--- src/sv/assert_macros.svh ---
// Assertion macros shared by the sequencer RTL.
`ifndef ASSERT_MACROS_SVH
`define ASSERT_MACROS_SVH
`ifndef SYNTH
`define ASSERT_CLK(lbl, prop, msg) \
    lbl: assert property (@(posedge aclk) disable iff (!aresetn) prop) else $error(msg);
`define ASSERT_NEVER(lbl, expr, msg) \
    lbl: assert property (@(posedge aclk) disable iff (!aresetn) !(expr)) else $error(msg);
`else
`define ASSERT_CLK(lbl, prop, msg)
`define ASSERT_NEVER(lbl, expr, msg)
`endif
`endif

--- src/sv/pcs_pkg.sv ---
// Types and constants of the phased countdown sequencer.
package pcs_pkg;

    localparam int unsigned NUM_PHASE_REGS = 4;
    localparam int unsigned TIME_W = 32;
    localparam int unsigned COUNT_W = 3;
    localparam int unsigned PHASE_W = 2;
    localparam int unsigned CFG_INDEX_W = 3;

    typedef enum logic [1:0] {
        MODE_IDLE     = 2'd0,
        MODE_RUNNING  = 2'd1,
        MODE_PAUSED   = 2'd2,
        MODE_FINISHED = 2'd3
    } mode_t;

    typedef enum logic [1:0] {
        EFF_NONE  = 2'd0,
        EFF_STOP  = 2'd1,
        EFF_START = 2'd2
    } effect_t;

    typedef enum logic [1:0] {
        ST_OK            = 2'd0,
        ST_INVALID_ARG   = 2'd1,
        ST_ILLEGAL_TRANS = 2'd2,
        ST_INVALID_TRANS = 2'd3
    } status_t;

    typedef enum logic [2:0] {
        KIND_RESTART = 3'd0,
        KIND_START   = 3'd1,
        KIND_PAUSE   = 3'd2,
        KIND_RESUME  = 3'd3,
        KIND_SKIP    = 3'd4,
        KIND_TIMEOUT = 3'd5
    } kind_t;

    typedef enum logic [CFG_INDEX_W-1:0] {
        REG_PHASE_COUNT = 3'd0,
        REG_PHASE0_DUR  = 3'd1,
        REG_PHASE1_DUR  = 3'd2,
        REG_PHASE2_DUR  = 3'd3,
        REG_PHASE3_DUR  = 3'd4
    } cfg_reg_t;

    typedef struct packed {
        logic [COUNT_W-1:0]                       phase_count;
        logic [NUM_PHASE_REGS-1:0][TIME_W-1:0]    durations;
    } cfg_t;

    typedef struct packed {
        logic [PHASE_W-1:0] phase_now;
        mode_t              machine_state;
        logic [TIME_W-1:0]  timer_ms;
        effect_t            effect;
        status_t            status;
    } result_t;

endpackage

--- src/sv/pcs_cfg_regs.sv ---
// Configuration register file: phase count and per-phase durations.
module pcs_cfg_regs (
    input  logic                              aclk,
    input  logic                              aresetn,
    input  logic                              cfg_valid,
    input  logic [pcs_pkg::CFG_INDEX_W-1:0]   cfg_index,
    input  logic [pcs_pkg::TIME_W-1:0]        cfg_data,
    output pcs_pkg::cfg_t                     cfg
);

    pcs_pkg::cfg_t cfg_reg;
    pcs_pkg::cfg_t cfg_next;

    always_comb begin
        cfg_next = cfg_reg;
        if (cfg_valid) begin
            unique case (pcs_pkg::cfg_reg_t'(cfg_index))
                pcs_pkg::REG_PHASE_COUNT: cfg_next.phase_count = cfg_data[pcs_pkg::COUNT_W-1:0];
                pcs_pkg::REG_PHASE0_DUR:  cfg_next.durations[0] = cfg_data;
                pcs_pkg::REG_PHASE1_DUR:  cfg_next.durations[1] = cfg_data;
                pcs_pkg::REG_PHASE2_DUR:  cfg_next.durations[2] = cfg_data;
                pcs_pkg::REG_PHASE3_DUR:  cfg_next.durations[3] = cfg_data;
                default: cfg_next = cfg_reg;
            endcase
        end
    end

    always_ff @(posedge aclk) begin
        if (!aresetn) begin
            cfg_reg.phase_count <= pcs_pkg::COUNT_W'(1);
            cfg_reg.durations   <= '0;
        end else begin
            cfg_reg <= cfg_next;
        end
    end

    assign cfg = cfg_reg;

endmodule

--- src/sv/pcs_core.sv ---
// Sequencer state and the combinational event update that produces one result.
`include "assert_macros.svh"
module pcs_core #(
    parameter int unsigned PHASE_LIMIT = 4
) (
    input  logic                          aclk,
    input  logic                          aresetn,
    input  logic                          step_en,
    input  logic [2:0]                    kind,
    input  logic [pcs_pkg::TIME_W-1:0]    now_ms,
    input  pcs_pkg::cfg_t                 cfg,
    output pcs_pkg::result_t              result
);

    pcs_pkg::mode_t                    mode_reg, mode_next;
    logic [pcs_pkg::PHASE_W-1:0]       phase_reg, phase_next;
    logic [pcs_pkg::TIME_W-1:0]        end_reg, end_next;
    logic [pcs_pkg::TIME_W-1:0]        rem_reg, rem_next;
    pcs_pkg::effect_t                  eff_reg, eff_next;
    logic [pcs_pkg::TIME_W-1:0]        tmo_reg, tmo_next;
    pcs_pkg::status_t                  status;

    logic [pcs_pkg::COUNT_W-1:0]       eff_count;
    logic                              next_ok;
    logic [pcs_pkg::PHASE_W-1:0]       phase_inc;
    logic [pcs_pkg::TIME_W-1:0]        diff;
    logic [pcs_pkg::TIME_W-1:0]        next_dur;

    assign eff_count = (cfg.phase_count > pcs_pkg::COUNT_W'(PHASE_LIMIT)) ?
                       pcs_pkg::COUNT_W'(PHASE_LIMIT) : cfg.phase_count;
    assign next_ok   = ((pcs_pkg::COUNT_W'(phase_reg) + pcs_pkg::COUNT_W'(1)) < eff_count);
    assign phase_inc = phase_reg + pcs_pkg::PHASE_W'(1);
    assign diff      = end_reg - now_ms;
    assign next_dur  = cfg.durations[phase_inc];

    always_comb begin
        mode_next  = mode_reg;
        phase_next = phase_reg;
        end_next   = end_reg;
        rem_next   = rem_reg;
        eff_next   = eff_reg;
        tmo_next   = tmo_reg;
        status     = pcs_pkg::ST_OK;
        unique case (pcs_pkg::kind_t'(kind))
            pcs_pkg::KIND_RESTART: begin
                mode_next  = pcs_pkg::MODE_IDLE;
                phase_next = '0;
                end_next   = '0;
                rem_next   = '0;
                eff_next   = pcs_pkg::EFF_STOP;
                tmo_next   = '0;
            end
            pcs_pkg::KIND_START: begin
                eff_next = pcs_pkg::EFF_NONE;
                tmo_next = '0;
                if (mode_reg == pcs_pkg::MODE_IDLE) begin
                    mode_next = pcs_pkg::MODE_RUNNING;
                    end_next  = now_ms + cfg.durations[phase_reg];
                    eff_next  = pcs_pkg::EFF_START;
                    tmo_next  = cfg.durations[phase_reg];
                end else begin
                    status = pcs_pkg::ST_INVALID_TRANS;
                end
            end
            pcs_pkg::KIND_PAUSE: begin
                eff_next = pcs_pkg::EFF_NONE;
                tmo_next = '0;
                if (mode_reg == pcs_pkg::MODE_RUNNING) begin
                    mode_next = pcs_pkg::MODE_PAUSED;
                    rem_next  = ((diff != '0) && !diff[pcs_pkg::TIME_W-1]) ? diff : '0;
                    eff_next  = pcs_pkg::EFF_STOP;
                end else begin
                    status = pcs_pkg::ST_INVALID_TRANS;
                end
            end
            pcs_pkg::KIND_RESUME: begin
                eff_next = pcs_pkg::EFF_NONE;
                tmo_next = '0;
                if (mode_reg == pcs_pkg::MODE_PAUSED) begin
                    mode_next = pcs_pkg::MODE_RUNNING;
                    eff_next  = pcs_pkg::EFF_START;
                    tmo_next  = rem_reg;
                    end_next  = now_ms + rem_reg;
                    rem_next  = '0;
                end else begin
                    status = pcs_pkg::ST_INVALID_TRANS;
                end
            end
            pcs_pkg::KIND_SKIP, pcs_pkg::KIND_TIMEOUT: begin
                eff_next = pcs_pkg::EFF_NONE;
                tmo_next = '0;
                if ((mode_reg == pcs_pkg::MODE_RUNNING) ||
                    (mode_reg == pcs_pkg::MODE_PAUSED && kind == pcs_pkg::KIND_SKIP)) begin
                    if (next_ok) begin
                        mode_next  = pcs_pkg::MODE_RUNNING;
                        phase_next = phase_inc;
                        end_next   = now_ms + next_dur;
                        eff_next   = pcs_pkg::EFF_START;
                        tmo_next   = next_dur;
                    end else begin
                        mode_next = pcs_pkg::MODE_FINISHED;
                        end_next  = '0;
                        rem_next  = '0;
                        eff_next  = pcs_pkg::EFF_STOP;
                    end
                end else if (kind == pcs_pkg::KIND_TIMEOUT &&
                             (mode_reg == pcs_pkg::MODE_PAUSED ||
                              mode_reg == pcs_pkg::MODE_FINISHED)) begin
                    status = pcs_pkg::ST_ILLEGAL_TRANS;
                end else begin
                    status = pcs_pkg::ST_INVALID_TRANS;
                end
            end
            default: begin
                status = pcs_pkg::ST_INVALID_ARG;
            end
        endcase
    end

    always_ff @(posedge aclk) begin
        if (!aresetn) begin
            mode_reg  <= pcs_pkg::MODE_IDLE;
            phase_reg <= '0;
            end_reg   <= '0;
            rem_reg   <= '0;
            eff_reg   <= pcs_pkg::EFF_NONE;
            tmo_reg   <= '0;
        end else if (step_en) begin
            mode_reg  <= mode_next;
            phase_reg <= phase_next;
            end_reg   <= end_next;
            rem_reg   <= rem_next;
            eff_reg   <= eff_next;
            tmo_reg   <= tmo_next;
        end
    end

    assign result.status        = status;
    assign result.effect        = eff_next;
    assign result.timer_ms      = (eff_next == pcs_pkg::EFF_START) ? tmo_next : '0;
    assign result.machine_state = mode_next;
    assign result.phase_now     = phase_next;

    `ASSERT_CLK(a_idle_clean, (mode_reg == pcs_pkg::MODE_IDLE) |-> (phase_reg == '0 && end_reg == '0), "idle with nonzero phase or end time")
    `ASSERT_CLK(a_finished_clean, (mode_reg == pcs_pkg::MODE_FINISHED) |-> (end_reg == '0 && rem_reg == '0), "finished with stale times")
    `ASSERT_CLK(a_hold_when_idle, !step_en |=> $stable(mode_reg) && $stable(phase_reg), "state moved without a word")

endmodule

--- src/sv/phased_countdown_sequencer_top.sv ---
// Top level of the phased countdown sequencer: input register, core and result register.
//
// Usage: event words enter on the s_ stream (s_tuser carries the event kind,
// s_tdata the current millisecond time) and every event word yields exactly one
// result word on the m_ stream. Phase count and phase durations are written on
// the cfg_ channel (index 0 is the count, 1 to 4 the durations); it is always ready.
// The user must write it only while no word is in flight; the block does not enforce it.
// An accepted event word is captured in the input register; when the output register is
// empty or being read, the event is applied to the sequencer state and the result is
// captured in the output register, from which the receiver takes it.
// Throughput is one word per cycle while the receiver does not stall; the state update
// is a single pass of short logic between these two registers.
// When the receiver stalls, the result holds in the output register, one more
// word waits in the input register, and s_tready drops only once both are full.
// Synchronous active-low reset empties both registers, sets the mode to idle at
// phase zero with no effect, and loads a phase count of one with zero durations.
`include "assert_macros.svh"
module phased_countdown_sequencer_top #(
    parameter int unsigned PHASE_SLOTS = 4
) (
    input  logic                                aclk,
    input  logic                                aresetn,
    input  logic                                s_tvalid,
    output logic                                s_tready,
    input  logic [31:0]                         s_tdata,   // now_ms
    input  logic [2:0]                          s_tuser,   // kind
    output logic                                m_tvalid,
    input  logic                                m_tready,
    output logic [39:0]                         m_tdata,   // status, effect, timer_ms,
                                                           // machine_state, phase_now
    input  logic                                cfg_valid,
    output logic                                cfg_ready,
    input  logic [pcs_pkg::CFG_INDEX_W-1:0]     cfg_index,
    input  logic [31:0]                         cfg_data
);

    localparam int unsigned PHASE_LIMIT =
        (PHASE_SLOTS < pcs_pkg::NUM_PHASE_REGS) ? PHASE_SLOTS : pcs_pkg::NUM_PHASE_REGS;

    logic                          in_valid_reg;
    logic [2:0]                    in_kind_reg;
    logic [pcs_pkg::TIME_W-1:0]    in_now_reg;
    logic                          out_valid_reg;
    pcs_pkg::result_t              out_reg;
    pcs_pkg::result_t              result;
    pcs_pkg::cfg_t                 cfg;
    logic                          advance;

    assign advance   = in_valid_reg && (!out_valid_reg || m_tready);
    assign s_tready  = !in_valid_reg || advance;
    assign cfg_ready = 1'b1;

    pcs_cfg_regs u_cfg (
        .aclk      (aclk),
        .aresetn   (aresetn),
        .cfg_valid (cfg_valid),
        .cfg_index (cfg_index),
        .cfg_data  (cfg_data),
        .cfg       (cfg)
    );

    pcs_core #(
        .PHASE_LIMIT (PHASE_LIMIT)
    ) u_core (
        .aclk    (aclk),
        .aresetn (aresetn),
        .step_en (advance),
        .kind    (in_kind_reg),
        .now_ms  (in_now_reg),
        .cfg     (cfg),
        .result  (result)
    );

    always_ff @(posedge aclk) begin
        if (!aresetn) begin
            in_valid_reg <= 1'b0;
        end else if (s_tready) begin
            in_valid_reg <= s_tvalid;
        end
    end

    always_ff @(posedge aclk) begin
        if (s_tready && s_tvalid) begin
            in_kind_reg <= s_tuser;
            in_now_reg  <= s_tdata;
        end
    end

    always_ff @(posedge aclk) begin
        if (!aresetn) begin
            out_valid_reg <= 1'b0;
        end else if (!out_valid_reg || m_tready) begin
            out_valid_reg <= in_valid_reg;
        end
    end

    always_ff @(posedge aclk) begin
        if (advance) begin
            out_reg <= result;
        end
    end

    assign m_tvalid = out_valid_reg;
    assign m_tdata  = {out_reg.phase_now, out_reg.machine_state, out_reg.timer_ms,
                       out_reg.effect, out_reg.status};

    `ASSERT_CLK(a_timeout_only_on_start, (m_tvalid && out_reg.effect != pcs_pkg::EFF_START) |-> (out_reg.timer_ms == '0), "timeout without timer start")
    `ASSERT_CLK(a_advance_fills_output, advance |=> m_tvalid, "processed word did not reach the output")
    `ASSERT_NEVER(a_no_drop, in_valid_reg && out_valid_reg && !m_tready && s_tready, "input register overwritten while blocked")

endmodule
--- config.mk ---
export PLATFORM = sky130hd
export DESIGN_NAME = phased_countdown_sequencer_top
export DESIGN_NICKNAME = d
export VERILOG_FILES = /design/src/sv/pcs_pkg.sv /design/src/sv/pcs_cfg_regs.sv /design/src/sv/pcs_core.sv /design/src/sv/phased_countdown_sequencer_top.sv
export VERILOG_INCLUDE_DIRS = /design/src /design/src/sv
export SDC_FILE = /design/constraint.sdc
export NUM_CORES = 1
export LEC_CHECK = 0
export BUFFER_PORTS_ARGS = -buffer_cell sky130_fd_sc_hd__buf_2
export CELL_PAD_IN_SITES_DETAIL_PLACEMENT = 0
export CELL_PAD_IN_SITES_GLOBAL_PLACEMENT = 1
export CORE_MARGIN = 2
export CORE_UTILIZATION = 50
export CTS_BUF_LIST = sky130_fd_sc_hd__clkbuf_4
export DETAILED_ROUTE_END_ITERATION = 10
export HOLD_SLACK_MARGIN = 0.05
export PLACE_DENSITY = 0.95
export SETUP_SLACK_MARGIN = 0.5
export SLEW_MARGIN = 20
export SYNTH_ARGS = -nofsm -noshare
export SYNTH_HDL_FRONTEND = slang
export SYNTH_HIERARCHICAL = 1
export SYNTH_SLANG_ARGS = --single-unit
export TNS_END_PERCENT = 10
--- constraint.sdc ---
create_clock -name aclk -period 8.1 [get_ports aclk]
set_input_delay 0.81 -clock aclk [delete_from_list [all_inputs] [get_ports aclk]]
set_output_delay 0.81 -clock aclk [all_outputs]
set_load 0.01 [all_outputs]
==> run summary <==
The cell repeated most along the worst path is sky130_fd_sc_hd__o31a_1. The final count of negative-setup-slack endpoints is 0. Tracing the worst setup path back leads to its startpoint at u_core/phase_reg[0]. The number of gates resized after CTS came out at 0. Max-cap violations in this run came to 0. Walking the worst path, the cells encountered are buf_16, ha_1, buf_4, mux4_2, inv_1, fa_1, nor2b_1, o31a_1, o22ai_2, a211o_1, a31o_2, o21ai_2, mux2i_1, a21oi_1, o31a_1. The share of the Yosys chip area taken by registers is 36.64%. The number of warning messages in the yosys log came out at 6. Internal power comes to 2.638 mW.

The routability congestion estimate from global placement came out at 0.9332. The period utilization is 61.35%. Yosys mapped a number of flops with a built-in enable equal to 75. The flip-flop count of the largest register, all copies and words added is 131. The synthesized design spends more area on one cell type than any other, namely sky130_fd_sc_hd__dfxtp_1. The initial antenna violation count came to 3. Detailed routing inserted a total of 15900 vias. The setup slack of the worst register-to-register path came out at 3.13 ns. The global-route usage over all layers came out at 28.25%.

The worst-case IR drop observed on VDD is 0.1189 mV. The number of global-route vias before repair is 15650. The commonest cells after synthesis are 258 x sky130_fd_sc_hd__nand2_1, 235 x sky130_fd_sc_hd__dfxtp_1, 170 x sky130_fd_sc_hd__mux2i_1.

The cell area after synthesis came out at 18980 um2. The per-cell via count in the routed design is 6.066. The type of the worst setup path is reg -> reg. TritonCTS built the clock tree. The share of synthesized flip-flops with an asynchronous set or reset is 0%. The number of placement rows came out at 71. The filler cells instantiated in the layout total 3382.

Power spread over the standard cell area amounts to 175.3 nW/um2. The gate count of the mapped netlist came out at 1940. At the worst endpoint, the required time is 8.75 ns. Setup repair after global routing left no endpoint under its margin. The clock transition at the registers of the reported paths is 0.07 ns. Ranked by total cell area, the synthesized netlist is headed by sky130_fd_sc_hd__dfxtp_1 25%, sky130_fd_sc_hd__edfxtp_1 12%, sky130_fd_sc_hd__mux2i_1 9.0%, sky130_fd_sc_hd__mux4_2 7.6%, sky130_fd_sc_hd__ha_1 6.4%. The final max-slew violation count came to 0. The post-synthesis sequential element count came out at 310. The sequential cells in the finished layout cover a total of 6962 um2. The time the final worst path needs with I/O delays and setup is 4.970 ns. The leading register cell type out of synthesis is sky130_fd_sc_hd__dfxtp_1. The post-synthesis net count came out at 2115. The switching component of the power came out at 1.043 mW. By instance count, the leading cell after synthesis is sky130_fd_sc_hd__nand2_1. The x dimension of the die is 198.9 um.

The core area is 37490 um2. The die is 198.9 um tall. The switching part of the total power came out at 28.33%. The HPWL reported at the end of detailed placement came out at 38920 um. The DRC marker count from the first detailed-route iteration is 1325. For this run, design rule violations remaining after detail routing come to 0. The worst register-to-register path ends at u_core/end_reg[30]. The worst setup path is launched from a flop. The run finished with clean final reports.

Measured against its own limit, the worst slew margin works out to 24.98%. The number of cells on the worst reg-to-reg path is 15. The clock group share of total power came out at 39.5%. In this run the static leakage power is 9.282 nW.

The number of hold buffers added after cts came out at 0. The total number of clock tree sinks came out at 310. In the final layout, the multi-input gates occupy 11290 um2.

The pre-antenna-repair detailed-routing pass consisted of 5 iterations. The delay of the slowest cell on the worst path is 0.66 ns. In the final routed layout, each cell accounts on average for 21.14 um. The first global-routing pass estimated 86110 um of wire. The deepest level of the CTS H-tree is 3.

The number of library cell types mapped by synthesis is 96. The port buffer count came out at 116. Sequential cells burn 45.6% of the power. The remaining global-route overflow is 0.

Along the worst path, the maximum fanout reaches 40. The number of setup buffers added after CTS is 0. In this run the worst setup path terminates at u_core/end_reg[30]. For this run, the top clock speed supported by timing is 201.2 MHz. The area of all placed cells without fillers came out at 20990 um2.

Relative to the synthesized area, the layout overhead comes to 10.57%. The number of I/O pins came out at 118. The tightest min-delay check is of the in -> reg type.

In the final design database the tool counted 2224 nets. No sink is reached through more buffers than the 3 on the longest clock path. The synthesized area per cell is 9.786 um2. The combinational group share of total power came out at 14.9%. The remaining antenna violation count is 0.

The share of the synthesized area in the top cell type is 24.78%. The starting density of the core is 50.64%. The final-layout setup total negative slack is 0 ns. The maximum number of pins on one net before global-route repair is 202.

The clock latency at the later pin of the worst-skew pair is 0.78 ns. In this run the clock root is driven by a sky130_fd_sc_hd__clkbuf_4. The number of clock buffers added by TritonCTS is 84. The final hold violation count is 0. The standard cell area after detailed placement came out at 19870 um2. The worst endpoint data arrival time came out at 5.61 ns. The wire length reported by the detailed router came out at 55400 um. The startpoint identified for the worst register-to-register timing path is u_core/phase_reg[0]. The floorplan step defined a die boundary enclosing 39540 um2. The final clock skew came out at 0.05550 ns. The transition time of the tightest slew-check pin came out at 1.123 ns. Cells with a size suffix above 1 make up 19.68% of the layout. The worst setup path is captured at a flop.

The slowest stage of the critical path is the sky130_fd_sc_hd__dfxtp_4 cell.
## cell type report
cell class	instances	area share, %
Inverter	59	1.055
Multi-Input combinational cell	1456	53.77
Sequential cell	310	33.16
Timing Repair Buffer	138	3.737
Clock inverter	16	0.5663
Tap cell	511	3.046
Clock buffer	130	4.649
Antenna cell	1	0.01192
## how the worst min path moves through the flow
stage,from,to,cells after the start
final,s_tdata[1],in_now_reg[1],1
after global routing,s_tdata[0],in_now_reg[0],1
after CTS,s_tdata[1],in_now_reg[1],1
after detailed placement,u_cfg/cfg[129],u_cfg/cfg[129],2
after global placement,u_cfg/cfg[10],u_cfg/cfg[10],2
after floorplan,u_cfg/cfg[129],u_cfg/cfg[129],2
## per-stage QoR
step                      hold slack (ns)  power [mW]  setup slack, ns  std cells  util, %
final                              0.2111       3.681            3.130       2621    55.99
after global routing               0.1647       3.848            2.854       2621    55.99
after CTS                          0.1467       3.703            2.984       2619    55.91
after detailed placement           0.4496       2.244            3.020       2473    52.99
after global placement             0.4498       2.236            3.090       2473    52.99
after floorplan                    0.4348       2.089            3.873       1940        -
## worst max-delay path, delay by kind of cell, from the launching register on
kind | cells | cell delay [ns]
muxes | 2 | 0.60
and+or+nand+nor | 1 | 0.17
buffers and inverters | 3 | 0.84
AOI/OAI and AO/OA | 7 | 1.59
adders and majority gates | 2 | 0.95
DFF | 1 | 0.66
## logic make-up after synthesis
group | after synthesis | synth area share, %
and+or+nand+nor | 556 | 13.95
AOI/OAI and AO/OA | 455 | 16.47
DFF | 310 | 36.64
muxes | 266 | 18.47
buffers and inverters | 174 | 4.139
adders and majority gates | 100 | 6.709
xor gates and xnor gates | 78 | 3.599
other | 1 | 0.01975
## power groups by stage
stage | logic (mW) | clock network (mW) | registers, mW
after floorplan | 0.396 | 0 | 1.69
after global placement | 0.522 | 0 | 1.71
after detailed placement | 0.528 | 0 | 1.72
after CTS | 0.532 | 1.49 | 1.68
after global routing | 0.594 | 1.57 | 1.68
final | 0.549 | 1.45 | 1.68
## cells in the final DEF, fill, tap and decap left out, types with 6 or more instances in the layout
| cell | Yosys | final |
|---|---|---|
| sky130_fd_sc_hd__a22o_1 | 30 | 30 |
| sky130_fd_sc_hd__nor3b_1 | 6 | 6 |
| sky130_fd_sc_hd__a21o_1 | 44 | 44 |
| sky130_fd_sc_hd__and2_1 | 40 | 40 |
| sky130_fd_sc_hd__o21bai_1 | 14 | 14 |
| sky130_fd_sc_hd__mux4_2 | 64 | 64 |
| sky130_fd_sc_hd__and3_1 | 14 | 14 |
| sky130_fd_sc_hd__o21ai_0 | 67 | 67 |
| sky130_fd_sc_hd__buf_2 | 17 | 115 |
| sky130_fd_sc_hd__a21oi_1 | 129 | 128 |
| sky130_fd_sc_hd__nand2b_1 | 7 | 7 |
| sky130_fd_sc_hd__nor2b_1 | 49 | 47 |
| sky130_fd_sc_hd__xnor2_1 | 50 | 50 |
| sky130_fd_sc_hd__inv_1 | 59 | 59 |
| sky130_fd_sc_hd__mux2i_1 | 170 | 170 |
| sky130_fd_sc_hd__clkbuf_4 | 0 | 130 |
| sky130_fd_sc_hd__o21a_1 | 16 | 16 |
| sky130_fd_sc_hd__o221ai_1 | 9 | 9 |
| sky130_fd_sc_hd__o211a_1 | 9 | 9 |
| sky130_fd_sc_hd__nand2_1 | 258 | 257 |
| sky130_fd_sc_hd__a31oi_1 | 13 | 13 |
| sky130_fd_sc_hd__xor2_1 | 28 | 28 |
| sky130_fd_sc_hd__a221oi_1 | 47 | 47 |
| sky130_fd_sc_hd__edfxtp_1 | 75 | 75 |
| sky130_fd_sc_hd__nand3_1 | 12 | 12 |
| sky130_fd_sc_hd__clkinv_1 | 0 | 11 |
| sky130_fd_sc_hd__a211o_1 | 7 | 7 |
| sky130_fd_sc_hd__dfxtp_1 | 235 | 233 |
| sky130_fd_sc_hd__nor3_1 | 15 | 15 |
| sky130_fd_sc_hd__nand4_1 | 12 | 12 |
| sky130_fd_sc_hd__buf_4 | 7 | 20 |
| sky130_fd_sc_hd__mux2_2 | 31 | 31 |
| sky130_fd_sc_hd__ha_1 | 97 | 97 |
| sky130_fd_sc_hd__a211oi_1 | 10 | 10 |
| sky130_fd_sc_hd__nor2_1 | 101 | 99 |
## layer usage
metal  part of all wire (%)  GRT usage, %  vias to the layer above
li1                       -             -                     7390
met1                     44         38.66                     7735
met2                     45         43.87                      662
met3                    7.9         5.527                      110
met4                    3.0         11.44                        2
met5                  0.023             0                        -
(Power assumes the default switching activity.)
